File: config.mk
export PLATFORM = sky130hd
export DESIGN_NAME = array_binary_tree_engine_top
export DESIGN_NICKNAME = d
export VERILOG_FILES = /design/src/hw/rtl/atbt_pkg.sv /design/src/hw/rtl/atbt_ram.sv /design/src/hw/rtl/atbt_ctrl.sv /design/src/hw/rtl/atbt_dp.sv /design/src/hw/rtl/array_binary_tree_engine_top.sv
export VERILOG_INCLUDE_DIRS = /design/src /design/src/hw/rtl
export SDC_FILE = /design/constraint.sdc
export NUM_CORES = 2
export LEC_CHECK = 0
export BUFFER_PORTS_ARGS = -buffer_cell sky130_fd_sc_hd__buf_2
export CAP_MARGIN = 20
export CORE_MARGIN = 5
export CORE_UTILIZATION = 38
export CTS_BUF_LIST = sky130_fd_sc_hd__clkbuf_2 sky130_fd_sc_hd__clkbuf_4 sky130_fd_sc_hd__clkbuf_8
export DETAILED_ROUTE_END_ITERATION = 8
export GPL_ROUTABILITY_DRIVEN = 0
export PLACE_DENSITY = 0.5
export SLEW_MARGIN = 25
export SYNTH_ARGS = -nofsm -noshare
export SYNTH_HDL_FRONTEND = slang
export SYNTH_SLANG_ARGS = --single-unit
File: constraint.sdc
create_clock -name i_clk -period 8.7 [get_ports i_clk]
set_clock_uncertainty 0.15 [all_clocks]
set_input_delay 1.74 -clock i_clk [delete_from_list [all_inputs] [get_ports i_clk]]
set_output_delay 1.74 -clock i_clk [all_outputs]
set_load 0.05 [all_outputs]
File: src/hw/rtl/assert_macros.svh
// assertion macros used by the datapath rtl file
`ifndef ASSERT_MACROS_SVH
`define ASSERT_MACROS_SVH
`ifndef SYNTHESIS
// property must hold at every clock edge out of reset
`define ASSERT_PROP(lbl, clk, rst_n, prop) \
    lbl: assert property (@(posedge clk) disable iff (!rst_n) prop) \
        else $error("assertion failed");
// expression must never be true out of reset
`define ASSERT_NEVER(lbl, clk, rst_n, expr) \
    lbl: assert property (@(posedge clk) disable iff (!rst_n) !(expr)) \
        else $error("forbidden condition");
`else
`define ASSERT_PROP(lbl, clk, rst_n, prop)
`define ASSERT_NEVER(lbl, clk, rst_n, expr)
`endif
`endif

File: src/hw/rtl/atbt_pkg.sv
// types, constants and codes of the array binary tree engine
package atbt_pkg;

    // store geometry
    localparam int NODES       = 63;
    localparam int LEVELS      = 6;
    localparam int VALUE_BITS  = 16;
    localparam int STACK_DEPTH = 6;

    localparam int IDX_W  = $clog2(NODES);
    localparam int TGT_W  = IDX_W + 1;
    localparam int SCAN_W = $clog2(NODES + 1);
    localparam int D_W    = $clog2(STACK_DEPTH + 1);
    localparam int SI_W   = $clog2(STACK_DEPTH);

    // port field widths
    localparam int REQ_W = 4;
    localparam int LVL_W = 3;
    localparam int ORD_W = 6;
    localparam int VAL_W = 16;
    localparam int ST_W  = 2;
    localparam int DEP_W = 3;

    localparam logic [VAL_W-1:0] VAL_MASK = (VALUE_BITS >= VAL_W) ? {VAL_W{1'b1}} :
        VAL_W'((32'd1 << VALUE_BITS) - 32'd1);

    // request codes
    localparam logic [REQ_W-1:0] REQ_CLEAR  = 4'd0;
    localparam logic [REQ_W-1:0] REQ_ASSIGN = 4'd1;
    localparam logic [REQ_W-1:0] REQ_READ   = 4'd2;
    localparam logic [REQ_W-1:0] REQ_PARENT = 4'd3;
    localparam logic [REQ_W-1:0] REQ_LCHILD = 4'd4;
    localparam logic [REQ_W-1:0] REQ_RCHILD = 4'd5;
    localparam logic [REQ_W-1:0] REQ_LSIB   = 4'd6;
    localparam logic [REQ_W-1:0] REQ_RSIB   = 4'd7;
    localparam logic [REQ_W-1:0] REQ_DEPTH  = 4'd8;
    localparam logic [REQ_W-1:0] REQ_PRE    = 4'd9;
    localparam logic [REQ_W-1:0] REQ_IN     = 4'd10;
    localparam logic [REQ_W-1:0] REQ_POST   = 4'd11;

    // status codes
    localparam logic [ST_W-1:0] ST_OK      = 2'd0;
    localparam logic [ST_W-1:0] ST_REFUSED = 2'd1;
    localparam logic [ST_W-1:0] ST_BADPOS  = 2'd2;
    localparam logic [ST_W-1:0] ST_EMPTY   = 2'd3;

    typedef enum logic [3:0] {
        S_IDLE, S_DEC, S_RD, S_RES, S_DIRECT, S_SCAN, S_WSTEP, S_WDATA, S_WEND
    } t_state;

    typedef enum logic [1:0] {OUT_NONE, OUT_DIRECT, OUT_RES, OUT_LAST} t_out_sel;

    typedef struct packed {
        logic     latch;
        logic     clear;
        logic     assign_wr;
        logic     rd_start;
        logic     scan_init;
        logic     scan_step;
        logic     scan_hit;
        logic     scan_miss;
        logic     walk_init;
        logic     walk_rd;
        logic     walk_take;
        logic     walk_adv;
        t_out_sel out_sel;
    } t_cmd;

    typedef struct packed {
        logic [REQ_W-1:0] req;
        logic             pos_ok;
        logic             root_occ;
        logic             match;
        logic             scan_done;
        logic             emit_now;
        logic             emitted;
        logic             walk_end;
        logic             pend_has;
        logic             out_free;
    } t_sts;

endpackage

File: src/hw/rtl/atbt_ram.sv
// generic single write port ram with registered read
module atbt_ram #(
    parameter int WIDTH = 16,
    parameter int DEPTH = 64
) (
    input  logic                     i_clk,
    input  logic                     i_we,
    input  logic [$clog2(DEPTH)-1:0] i_waddr,
    input  logic [WIDTH-1:0]         i_wdata,
    input  logic                     i_re,
    input  logic [$clog2(DEPTH)-1:0] i_raddr,
    output logic [WIDTH-1:0]         o_rdata
);
    logic [WIDTH-1:0] r_mem [DEPTH];
    logic [WIDTH-1:0] r_rdata;

    // write port
    always_ff @(posedge i_clk) begin
        if (i_we) begin
            r_mem[i_waddr] <= i_wdata;
        end
    end

    // registered read, holds when idle
    always_ff @(posedge i_clk) begin
        if (i_re) begin
            r_rdata <= r_mem[i_raddr];
        end
    end

    assign o_rdata = r_rdata;
endmodule

File: src/hw/rtl/atbt_ctrl.sv
// request sequencer of the array binary tree engine
module atbt_ctrl (
    input  logic           i_clk,
    input  logic           i_rst_n,
    input  logic           i_in_valid,
    output logic           o_in_ready,
    input  atbt_pkg::t_sts i_sts,
    output atbt_pkg::t_cmd o_cmd
);
    import atbt_pkg::*;

    t_state r_state, n_state;
    t_cmd   cmd;

    // state register
    always_ff @(posedge i_clk) begin
        if (!i_rst_n) begin
            r_state <= S_IDLE;
        end else begin
            r_state <= n_state;
        end
    end

    // next state and commands
    always_comb begin
        n_state = r_state;
        cmd     = '0;
        cmd.out_sel = OUT_NONE;
        case (r_state)
            S_IDLE: begin
                if (i_in_valid) begin
                    cmd.latch = 1'b1;
                    n_state   = S_DEC;
                end
            end
            S_DEC: begin
                case (i_sts.req) inside
                    REQ_CLEAR: begin
                        cmd.clear = 1'b1;
                        n_state   = S_DIRECT;
                    end
                    REQ_ASSIGN: begin
                        if (i_sts.pos_ok) begin
                            cmd.assign_wr = 1'b1;
                            n_state       = S_RD;
                        end else begin
                            n_state = S_DIRECT;
                        end
                    end
                    REQ_READ: begin
                        n_state = i_sts.pos_ok ? S_RD : S_DIRECT;
                    end
                    [REQ_PARENT:REQ_RSIB]: begin
                        if (i_sts.root_occ) begin
                            cmd.scan_init = 1'b1;
                            n_state       = S_SCAN;
                        end else begin
                            n_state = S_DIRECT;
                        end
                    end
                    REQ_DEPTH: begin
                        n_state = i_sts.root_occ ? S_RD : S_DIRECT;
                    end
                    [REQ_PRE:REQ_POST]: begin
                        if (i_sts.root_occ) begin
                            cmd.walk_init = 1'b1;
                            n_state       = S_WSTEP;
                        end else begin
                            n_state = S_DIRECT;
                        end
                    end
                    default: begin
                        n_state = S_DIRECT;
                    end
                endcase
            end
            S_RD: begin
                cmd.rd_start = 1'b1;
                n_state      = S_RES;
            end
            S_RES: begin
                if (i_sts.out_free) begin
                    cmd.out_sel = OUT_RES;
                    n_state     = S_IDLE;
                end
            end
            S_DIRECT: begin
                if (i_sts.out_free) begin
                    cmd.out_sel = OUT_DIRECT;
                    n_state     = S_IDLE;
                end
            end
            S_SCAN: begin
                if (i_sts.match) begin
                    cmd.scan_hit = 1'b1;
                    n_state      = S_RD;
                end else if (i_sts.scan_done) begin
                    cmd.scan_miss = 1'b1;
                    n_state       = S_RD;
                end else begin
                    cmd.scan_step = 1'b1;
                end
            end
            S_WSTEP: begin
                if (i_sts.emit_now && !i_sts.emitted) begin
                    cmd.walk_rd = 1'b1;
                    n_state     = S_WDATA;
                end else if (i_sts.walk_end) begin
                    n_state = S_WEND;
                end else begin
                    cmd.walk_adv = 1'b1;
                end
            end
            S_WDATA: begin
                if (!i_sts.pend_has || i_sts.out_free) begin
                    cmd.walk_take = 1'b1;
                    n_state       = S_WSTEP;
                end
            end
            S_WEND: begin
                if (i_sts.out_free) begin
                    cmd.out_sel = OUT_LAST;
                    n_state     = S_IDLE;
                end
            end
            default: begin
                n_state = S_IDLE;
            end
        endcase
    end

    assign o_cmd      = cmd;
    assign o_in_ready = (r_state == S_IDLE);
endmodule

File: src/hw/rtl/atbt_dp.sv
// node store, search, walk and output datapath of the tree engine
`include "assert_macros.svh"
module atbt_dp (
    input  logic                         i_clk,
    input  logic                         i_rst_n,
    input  logic [atbt_pkg::REQ_W-1:0]   i_req_type,
    input  logic [atbt_pkg::LVL_W-1:0]   i_node_level,
    input  logic [atbt_pkg::ORD_W-1:0]   i_node_order,
    input  logic [atbt_pkg::VAL_W-1:0]   i_item_value,
    input  atbt_pkg::t_cmd               i_cmd,
    output atbt_pkg::t_sts               o_sts,
    input  logic                         i_out_ready,
    output logic                         o_out_valid,
    output logic [atbt_pkg::VAL_W-1:0]   o_result_value,
    output logic [atbt_pkg::ST_W-1:0]    o_status,
    output logic [atbt_pkg::DEP_W-1:0]   o_tree_depth,
    output logic                         o_last
);
    import atbt_pkg::*;

    // walk phases: arrived from parent, back from left, back from right
    localparam logic [1:0] PH_DOWN  = 2'd0;
    localparam logic [1:0] PH_LEFT  = 2'd1;
    localparam logic [1:0] PH_RIGHT = 2'd2;

    logic [NODES-1:0] r_occ;
    logic [REQ_W-1:0] r_req;
    logic [IDX_W-1:0] r_idx;
    logic             r_pos_ok;
    logic [VAL_W-1:0] r_v;
    logic [ST_W-1:0]  r_st;
    logic [IDX_W-1:0] r_tgt;
    logic             r_tgt_ok;
    logic             r_rd_occ;
    logic [SCAN_W-1:0] r_scan;
    logic             r_chk_v;
    logic [IDX_W-1:0] r_chk_idx;
    logic [IDX_W-1:0] r_cur;
    logic [D_W-1:0]   r_d;
    logic [1:0]       r_phase;
    logic             r_emitted;
    logic [IDX_W-1:0] r_stack [STACK_DEPTH];
    logic [VAL_W-1:0] r_pend_val;
    logic             r_pend_has;
    logic             r_out_valid;
    logic [VAL_W-1:0] r_out_val;
    logic [ST_W-1:0]  r_out_st;
    logic [DEP_W-1:0] r_out_dep;
    logic             r_out_last;

    logic [7:0]       base, pos_sum;
    logic             pos_ok;
    logic [IDX_W-1:0] pos_idx;
    logic [VAL_W-1:0] rdata, eff;
    logic             refuse;
    logic [TGT_W-1:0] parent_t, lch_t, rch_t, hit_t;
    logic [TGT_W-1:0] wl_t, wr_t;
    logic             side_ok, match, can_left, can_right, emit_now;
    logic             ram_we, ram_re;
    logic [IDX_W-1:0] ram_raddr;
    logic             rd_occ_n;
    logic [DEP_W-1:0] depth;
    logic             out_free;
    logic [D_W-1:0]   d_dec;

    // occupancy of a slot, empty beyond the store
    function automatic logic occ_at(input logic [NODES-1:0] occ, input logic [TGT_W-1:0] t);
        logic res;
        res = 1'b0;
        if (t < TGT_W'(NODES)) begin
            res = occ[t[IDX_W-1:0]];
        end
        return res;
    endfunction

    // position decode of the incoming item
    always_comb begin
        base    = (i_node_level == '0) ? 8'd0 : (8'd1 << (i_node_level - 3'd1));
        pos_sum = base + 8'(i_node_order) - 8'd2;
        pos_ok  = (i_node_level != '0) && (32'(i_node_level) <= LEVELS) &&
                  (i_node_order != '0) && (8'(i_node_order) <= base) &&
                  (pos_sum < 8'(NODES));
        pos_idx = pos_sum[IDX_W-1:0];
    end

    // levels in use from per-level occupancy
    always_comb begin
        depth = '0;
        for (int lv = 1; lv <= LEVELS; lv++) begin
            for (int j = (1 << (lv - 1)) - 1; j < (1 << lv) - 1; j++) begin
                if (j < NODES && r_occ[j]) begin
                    depth = DEP_W'(lv);
                end
            end
        end
    end

    assign eff = r_rd_occ ? rdata : '0;

    // assign checks
    always_comb begin
        parent_t = (TGT_W'(r_idx) - TGT_W'(1)) >> 1;
        lch_t    = {r_idx, 1'b1};
        rch_t    = {r_idx, 1'b0} + TGT_W'(2);
        refuse   = ((r_v != '0) && (r_idx != '0) && !occ_at(r_occ, parent_t)) ||
                   ((r_v == '0) && (occ_at(r_occ, lch_t) || occ_at(r_occ, rch_t)));
    end

    // search hit and its relative
    always_comb begin
        side_ok = 1'b1;
        hit_t   = '0;
        case (r_req)
            REQ_PARENT: hit_t = (TGT_W'(r_chk_idx) - TGT_W'(1)) >> 1;
            REQ_LCHILD: hit_t = {r_chk_idx, 1'b1};
            REQ_RCHILD: hit_t = {r_chk_idx, 1'b0} + TGT_W'(2);
            REQ_LSIB: begin
                side_ok = !r_chk_idx[0];
                hit_t   = TGT_W'(r_chk_idx) - TGT_W'(1);
            end
            REQ_RSIB: begin
                side_ok = r_chk_idx[0];
                hit_t   = TGT_W'(r_chk_idx) + TGT_W'(1);
            end
            default: side_ok = 1'b0;
        endcase
        match = r_chk_v && side_ok && (eff == r_v);
    end

    // walk neighbors
    always_comb begin
        wl_t      = {r_cur, 1'b1};
        wr_t      = {r_cur, 1'b0} + TGT_W'(2);
        can_left  = occ_at(r_occ, wl_t) && (r_d < D_W'(STACK_DEPTH));
        can_right = occ_at(r_occ, wr_t) && (r_d < D_W'(STACK_DEPTH));
        emit_now  = ((r_phase == PH_DOWN) && (r_req == REQ_PRE)) ||
                    ((r_phase == PH_LEFT) && (r_req == REQ_IN)) ||
                    ((r_phase == PH_RIGHT) && (r_req == REQ_POST));
        d_dec     = r_d - D_W'(1);
    end

    // ram port control
    always_comb begin
        ram_we    = i_cmd.assign_wr && !refuse;
        ram_re    = 1'b0;
        ram_raddr = r_tgt;
        rd_occ_n  = r_rd_occ;
        if (i_cmd.rd_start) begin
            ram_re   = 1'b1;
            rd_occ_n = r_tgt_ok && r_occ[r_tgt];
        end else if (i_cmd.scan_step && (r_scan < SCAN_W'(NODES))) begin
            ram_re    = 1'b1;
            ram_raddr = r_scan[IDX_W-1:0];
            rd_occ_n  = r_occ[r_scan[IDX_W-1:0]];
        end else if (i_cmd.walk_rd) begin
            ram_re    = 1'b1;
            ram_raddr = r_cur;
            rd_occ_n  = r_occ[r_cur];
        end
    end

    atbt_ram #(
        .WIDTH (VAL_W),
        .DEPTH (NODES)
    ) u_store (
        .i_clk   (i_clk),
        .i_we    (ram_we),
        .i_waddr (r_idx),
        .i_wdata (r_v),
        .i_re    (ram_re),
        .i_raddr (ram_raddr),
        .o_rdata (rdata)
    );

    // occupancy bits
    always_ff @(posedge i_clk) begin
        if (!i_rst_n) begin
            r_occ <= '0;
        end else if (i_cmd.clear) begin
            r_occ <= '0;
        end else if (ram_we) begin
            r_occ[r_idx] <= (r_v != '0);
        end
    end

    // request registers and read tag
    always_ff @(posedge i_clk) begin
        r_rd_occ <= rd_occ_n;
        if (i_cmd.latch) begin
            r_req    <= i_req_type;
            r_idx    <= pos_idx;
            r_pos_ok <= pos_ok;
            r_v      <= i_item_value & VAL_MASK;
            r_tgt    <= (i_req_type == REQ_DEPTH) ? '0 : pos_idx;
            r_tgt_ok <= (i_req_type == REQ_DEPTH) ? 1'b1 : pos_ok;
            if (((i_req_type == REQ_ASSIGN) || (i_req_type == REQ_READ)) && !pos_ok) begin
                r_st <= ST_BADPOS;
            end else if ((i_req_type >= REQ_PARENT) && (i_req_type <= REQ_POST) &&
                         !r_occ[0]) begin
                r_st <= ST_EMPTY;
            end else begin
                r_st <= ST_OK;
            end
        end
        if (i_cmd.assign_wr) begin
            r_st <= refuse ? ST_REFUSED : ST_OK;
        end
        if (i_cmd.scan_hit) begin
            r_tgt    <= hit_t[IDX_W-1:0];
            r_tgt_ok <= (hit_t < TGT_W'(NODES));
        end
        if (i_cmd.scan_miss) begin
            r_tgt_ok <= 1'b0;
        end
    end

    // linear scan pipeline
    always_ff @(posedge i_clk) begin
        if (!i_rst_n) begin
            r_chk_v <= 1'b0;
        end else if (i_cmd.scan_init) begin
            r_chk_v <= 1'b0;
        end else if (i_cmd.scan_step) begin
            r_chk_v <= (r_scan < SCAN_W'(NODES));
        end
    end

    always_ff @(posedge i_clk) begin
        if (i_cmd.scan_init) begin
            r_scan <= ((r_req == REQ_LCHILD) || (r_req == REQ_RCHILD)) ? '0 : SCAN_W'(1);
        end else if (i_cmd.scan_step && (r_scan < SCAN_W'(NODES))) begin
            r_scan    <= r_scan + SCAN_W'(1);
            r_chk_idx <= r_scan[IDX_W-1:0];
        end
    end

    // walk state and path stack
    always_ff @(posedge i_clk) begin
        if (!i_rst_n) begin
            r_d <= '0;
        end else if (i_cmd.walk_init) begin
            r_cur     <= '0;
            r_d       <= '0;
            r_phase   <= PH_DOWN;
            r_emitted <= 1'b0;
        end else if (i_cmd.walk_take) begin
            r_emitted <= 1'b1;
            r_pend_val <= eff;
        end else if (i_cmd.walk_adv) begin
            r_emitted <= 1'b0;
            case (r_phase)
                PH_DOWN: begin
                    if (can_left) begin
                        r_stack[r_d[SI_W-1:0]] <= r_cur;
                        r_d   <= r_d + D_W'(1);
                        r_cur <= wl_t[IDX_W-1:0];
                    end else begin
                        r_phase <= PH_LEFT;
                    end
                end
                PH_LEFT: begin
                    if (can_right) begin
                        r_stack[r_d[SI_W-1:0]] <= r_cur;
                        r_d     <= r_d + D_W'(1);
                        r_cur   <= wr_t[IDX_W-1:0];
                        r_phase <= PH_DOWN;
                    end else begin
                        r_phase <= PH_RIGHT;
                    end
                end
                default: begin
                    r_d     <= d_dec;
                    r_cur   <= r_stack[d_dec[SI_W-1:0]];
                    r_phase <= r_cur[0] ? PH_LEFT : PH_RIGHT;
                end
            endcase
        end
    end

    // one element held back so the final one can carry last
    always_ff @(posedge i_clk) begin
        if (!i_rst_n) begin
            r_pend_has <= 1'b0;
        end else if (i_cmd.walk_init || (i_cmd.out_sel == OUT_LAST)) begin
            r_pend_has <= 1'b0;
        end else if (i_cmd.walk_take) begin
            r_pend_has <= 1'b1;
        end
    end

    // output register
    assign out_free = !r_out_valid || i_out_ready;

    always_ff @(posedge i_clk) begin
        if (!i_rst_n) begin
            r_out_valid <= 1'b0;
        end else if ((i_cmd.out_sel != OUT_NONE) || (i_cmd.walk_take && r_pend_has)) begin
            r_out_valid <= 1'b1;
        end else if (i_out_ready) begin
            r_out_valid <= 1'b0;
        end
    end

    always_ff @(posedge i_clk) begin
        if (i_cmd.walk_take && r_pend_has) begin
            r_out_val  <= r_pend_val;
            r_out_st   <= ST_OK;
            r_out_dep  <= depth;
            r_out_last <= 1'b0;
        end else begin
            case (i_cmd.out_sel)
                OUT_DIRECT: begin
                    r_out_val  <= '0;
                    r_out_st   <= r_st;
                    r_out_dep  <= depth;
                    r_out_last <= 1'b1;
                end
                OUT_RES: begin
                    r_out_val  <= eff;
                    r_out_st   <= r_st;
                    r_out_dep  <= depth;
                    r_out_last <= 1'b1;
                end
                OUT_LAST: begin
                    r_out_val  <= r_pend_val;
                    r_out_st   <= ST_OK;
                    r_out_dep  <= depth;
                    r_out_last <= 1'b1;
                end
                default: begin
                end
            endcase
        end
    end

    // status to the sequencer
    always_comb begin
        o_sts.req       = r_req;
        o_sts.pos_ok    = r_pos_ok;
        o_sts.root_occ  = r_occ[0];
        o_sts.match     = match;
        o_sts.scan_done = !r_chk_v && (r_scan == SCAN_W'(NODES));
        o_sts.emit_now  = emit_now;
        o_sts.emitted   = r_emitted;
        o_sts.walk_end  = (r_phase == PH_RIGHT) && (r_d == '0);
        o_sts.pend_has  = r_pend_has;
        o_sts.out_free  = out_free;
    end

    assign o_out_valid    = r_out_valid;
    assign o_result_value = r_out_val;
    assign o_status       = r_out_st;
    assign o_tree_depth   = r_out_dep;
    assign o_last         = r_out_last;

    `ASSERT_NEVER(a_stack_bound, i_clk, i_rst_n, r_d > D_W'(STACK_DEPTH))
    `ASSERT_PROP(a_last_has_elem, i_clk, i_rst_n, (i_cmd.out_sel == OUT_LAST) |-> r_pend_has)
    `ASSERT_PROP(a_hit_checked, i_clk, i_rst_n, i_cmd.scan_hit |-> r_chk_v)
    `ASSERT_PROP(a_clear_empties, i_clk, i_rst_n, i_cmd.clear |=> (r_occ == '0))
endmodule

File: src/hw/rtl/array_binary_tree_engine_top.sv
// top level of the array binary tree engine
// Binary tree of up to 63 values held in a single-port-write RAM, with a flip-flop
// occupancy bit per slot (cleared at reset and by the clear request, so no sweep is
// needed). One item is processed at a time; the result register lets the next item be
// taken while the last result waits. Relative searches scan the RAM one slot per cycle.
// Walks step through the tree one phase per cycle, plus a read for each visited node,
// and stall while a held-back element waits for a free output register.
module array_binary_tree_engine_top (
    input  logic                         i_clk,
    input  logic                         i_rst_n,
    input  logic                         i_in_valid,
    output logic                         o_in_ready,
    input  logic [atbt_pkg::REQ_W-1:0]   i_req_type,
    input  logic [atbt_pkg::LVL_W-1:0]   i_node_level,
    input  logic [atbt_pkg::ORD_W-1:0]   i_node_order,
    input  logic [atbt_pkg::VAL_W-1:0]   i_item_value,
    output logic                         o_out_valid,
    input  logic                         i_out_ready,
    output logic [atbt_pkg::VAL_W-1:0]   o_result_value,
    output logic [atbt_pkg::ST_W-1:0]    o_status,
    output logic [atbt_pkg::DEP_W-1:0]   o_tree_depth,
    output logic                         o_last
);
    import atbt_pkg::*;

    t_cmd cmd;
    t_sts sts;

    // sequencer
    atbt_ctrl u_ctrl (
        .i_clk      (i_clk),
        .i_rst_n    (i_rst_n),
        .i_in_valid (i_in_valid),
        .o_in_ready (o_in_ready),
        .i_sts      (sts),
        .o_cmd      (cmd)
    );

    // datapath
    atbt_dp u_dp (
        .i_clk          (i_clk),
        .i_rst_n        (i_rst_n),
        .i_req_type     (i_req_type),
        .i_node_level   (i_node_level),
        .i_node_order   (i_node_order),
        .i_item_value   (i_item_value),
        .i_cmd          (cmd),
        .o_sts          (sts),
        .i_out_ready    (i_out_ready),
        .o_out_valid    (o_out_valid),
        .o_result_value (o_result_value),
        .o_status       (o_status),
        .o_tree_depth   (o_tree_depth),
        .o_last         (o_last)
    );
endmodule

==> flow_metrics.env <==
export IMPL_status="finished, final reports clean"
export IMPL_via_per_inst=5.65
export IMPL_syn_inst=4079
export IMPL_grt_usage_pct=22.7
export IMPL_cts_tree="done"
export IMPL_yosysWarnings=0
export IMPL_syn_num_nets=4145
export IMPL_hp_class="flop to flop"
export IMPL_final_area_mm2=0.0606
export IMPL_drt_iter0_markers=3659
export IMPL_hold_depth=2
export IMPL_nNetsFinal=4259
export IMPL_hold_buffers=0
export IMPL_cp_end_kind="flop"
export IMPL_slew_viol_final=0
export IMPL_period_needed_ps=7150
export IMPL_first_global_vias=33600
export IMPL_clk_pin_slew_worst_paths_ps=70
export IMPL_grt_start_max_net_pins=132
export IMPL_drt_first_pass_iters=6
export IMPL_antenna_left=0
export IMPL_critPathKind="flop to flop"
export IMPL_vias=35300
export IMPL_h_tree_depth=4
export IMPL_cp_start_kind="flop"
export IMPL_min_delay_worst_endpoint="u_dp.o_last"
export IMPL_setup_slack_ps=1550
export IMPL_place_hpwl_mm=108
export IMPL_rrSetupSlack_ps=1550
export IMPL_required_ps=9060
export IMPL_critPathArrivalTime_ps=7510
export IMPL_core_area_mm2=0.141
export IMPL_cts_root_buf="clkbuf_8"
export IMPL_synth_top_cell_area_share_pct=64.4
export IMPL_yosysTopAreaCell="edfxtp_1"
export IMPL_rows=138
export IMPL_rsz0062_at_grt="false"
export IMPL_post_route_period_util_pct=82.2
export IMPL_wirelength_mm=172
export IMPL_overflow=0
export IMPL_synth_ff_type="edfxtp_1"
export IMPL_synth_seq_cells=1229
export IMPL_slew_limit_headroom_pct=25.6
export IMPL_tightest_slew_ps=1110
export IMPL_clock_sinks=1229
export IMPL_area_growth_pct=12.8
export IMPL_powerDensity_mw_per_mm2=274
export IMPL_cp_max_fo=36
export IMPL_final_core_util_pct=42.9
export IMPL_p_leak_nw=20.8
export IMPL_grt_pass1_wl_mm=245
export IMPL_avgSynthCellArea_um2=13.2
export IMPL_vdd_drop_max_v=0.000260
export IMPL_fillers=13000
export IMPL_async_reset_ff_share_pct=0
export IMPL_synthDistinctLibCells=82
export IMPL_port_buffers=56
export IMPL_timing_fmax_mhz=140
export IMPL_finalSetupViolCount=0
export IMPL_r2r_start="u_dp.r_idx[0]"
export IMPL_fin_tns_setup_ps=0
export IMPL_synth_edff_count=1152
export IMPL_grt_antenna_before_repair=7
export IMPL_synth_area_mm2=0.0537
export IMPL_insertion_delay_ps=920
export IMPL_ys_top_cells_by_area="edfxtp_1 64%, nand2_1 6.0%, mux4_2 4.6%"
export IMPL_dpl_cell_area_mm2=0.0564
export IMPL_r2r_end="u_dp.u_store.r_mem[33][3]"
export IMPL_yosysSeqAreaShare_pct=67.3
export IMPL_clock_path_buffers=3
export IMPL_wire_per_inst_um=27.6
export IMPL_maxCapViolations=0
export IMPL_post_place_ws_ps=1640
export IMPL_crit_start="u_dp.r_idx[0]"
export IMPL_die_w_um=386
export IMPL_hold_start="u_dp.o_last"
export IMPL_initial_core_util_pct=38.1
export IMPL_dieHeight_um=386
export IMPL_reg2reg_depth=13
export IMPL_postCtsResizedCells=0
export IMPL_dieArea_mm2=0.149
export IMPL_io_pins=57
export IMPL_numCtsBuffers=205
export IMPL_drive_above_1_share_pct=16.9
export IMPL_drc=0
export IMPL_hold_viol_final=0
export IMPL_postCtsSetupRepairBufs=0
## kinds of logic after synthesis
kind of cell / synth area share, %
AOI/OAI and AO/OA: 6.05
xor gates and xnor gates: 0.701
buffers and inverters: 2.48
DFF: 67.3
and+or+nand+nor: 13.9
adders and majority gates: 0.783
other: 0.00698
muxes: 8.83
## worst max-delay path: stages, from the launching register on
cell      delay, ps
edfxtp_1        910
inv_1           300
ha_1           1030
mux4_2          600
mux4_2          480
mux2i_1         250
nand2b_1        170
a31oi_1          90
a211oi_1        420
a21oi_1         200
nor2_2          140
buf_4           350
nand2_1         690
nor2_2          940
## per-stage QoR
step	hold WS [ps]	power [mW]	instances
2_1_floorplan	274	9.78	4079
3_3_place_gp	306	11.6	5876
3_5_place_dp	303	11.6	5876
4_1_cts	312	16.7	6241
5_1_grt	335	17.3	6244
6_report	307	16.6	6247
## worst max-delay path by stage
stage,endpoint,slack [ps],cells past startpoint
6_report,u_dp.u_store.r_mem[33][3],1550,13
5_1_grt,u_dp.u_store.r_mem[33][8],1290,13
4_1_cts,u_dp.u_store.r_mem[41][15],1610,13
3_5_place_dp,u_dp.u_store.r_mem[41][13],1640,13
3_3_place_gp,u_dp.u_store.r_mem[41][3],1760,13
2_1_floorplan,u_dp.u_store.r_mem[31][0],3260,14
## synth_stat cells, types with 14 or more instances
library cell / count
a2bb2oi_1: 18
nor3_1: 69
a311oi_1: 26
or3_1: 15
nand3_1: 396
nand2b_1: 17
nand4_1: 45
a22o_1: 18
buf_2: 60
mux4_2: 109
edfxtp_1: 1152
o22ai_1: 43
o221a_2: 24
a211oi_1: 29
nor4_1: 22
buf_1: 47
mux2_2: 19
mux2i_1: 206
a31oi_1: 62
nand2_1: 857
a22oi_1: 24
a21oi_1: 67
dfxtp_1: 77
nor2_1: 156
clkbuf_1: 153
inv_1: 48
and3_1: 14
or4_1: 18
o21ai_0: 30
and2_1: 16
xnor2_1: 30
ha_1: 32
## registers in the layout (all words and copies together) (netlist names), 6 cells and up
register              flops
u_dp.r_cur                6
u_dp.r_pend_val          16
u_dp.r_idx                6
u_dp.r_scan               6
u_dp.r_chk_idx            6
u_dp.r_stack             36
u_dp.r_tgt                6
u_dp.r_v                 16
u_dp.r_occ               63
u_dp.u_store.r_mem     1008
u_dp.u_store.o_rdata     16
u_dp.o_result_value      16
## metal layers
metal  vias up  share of wire (%)  global-route usage, %
li1      15700                  -                      -
met1     18000                 44                   32.0
met4         0                3.8                   8.33
met5         -                  0                      0
met3       309                6.4                   4.27
met2      1310                 46                   35.2
## final cells by class
type                       instances  area, um^2  share of cell area (%)
sequential                      1229       36100                    59.6
timing repair buffer             177        1250                    2.07
inverter                          52         195                   0.322
clock inverter                    72         524                   0.865
tap                             1890        2360                    3.90
multi-input combinational       2528       16500                    27.3
antenna                            6        15.0                  0.0248
clock buffer                     293        3550                    5.86
## power breakdown
group / switching, mW / leakage [nW] / internal [mW]
registers: 0.165 / 11.0 / 6.98
clock network: 2.35 / 2.15 / 2.77
logic: 3.25 / 7.63 / 1.10
## placed cells by master (no fill, tap or decap), types with 18 or more instances in the layout
cell type  instances
nand2_1          857
nor2_1           123
mux4_2           109
a22oi_1           24
a21oi_1           67
inv_1             48
a311oi_1          26
o221a_2           24
clkbuf_4          77
edfxtp_1        1152
buf_4            116
nand4_1           45
nor4_1            21
clkbuf_8         216
dfxtp_1           77
a31oi_1           62
clkinv_1          41
xnor2_1           30
nor2_2            25
nor3_1            57
nand3_1          395
a211oi_1          28
o22ai_1           43
buf_2             56
mux2i_1          205
or4_1             18
o21ai_0           30
ha_1              32
a22o_1            18
a2bb2oi_1         18
(Power assumes the default switching activity.)
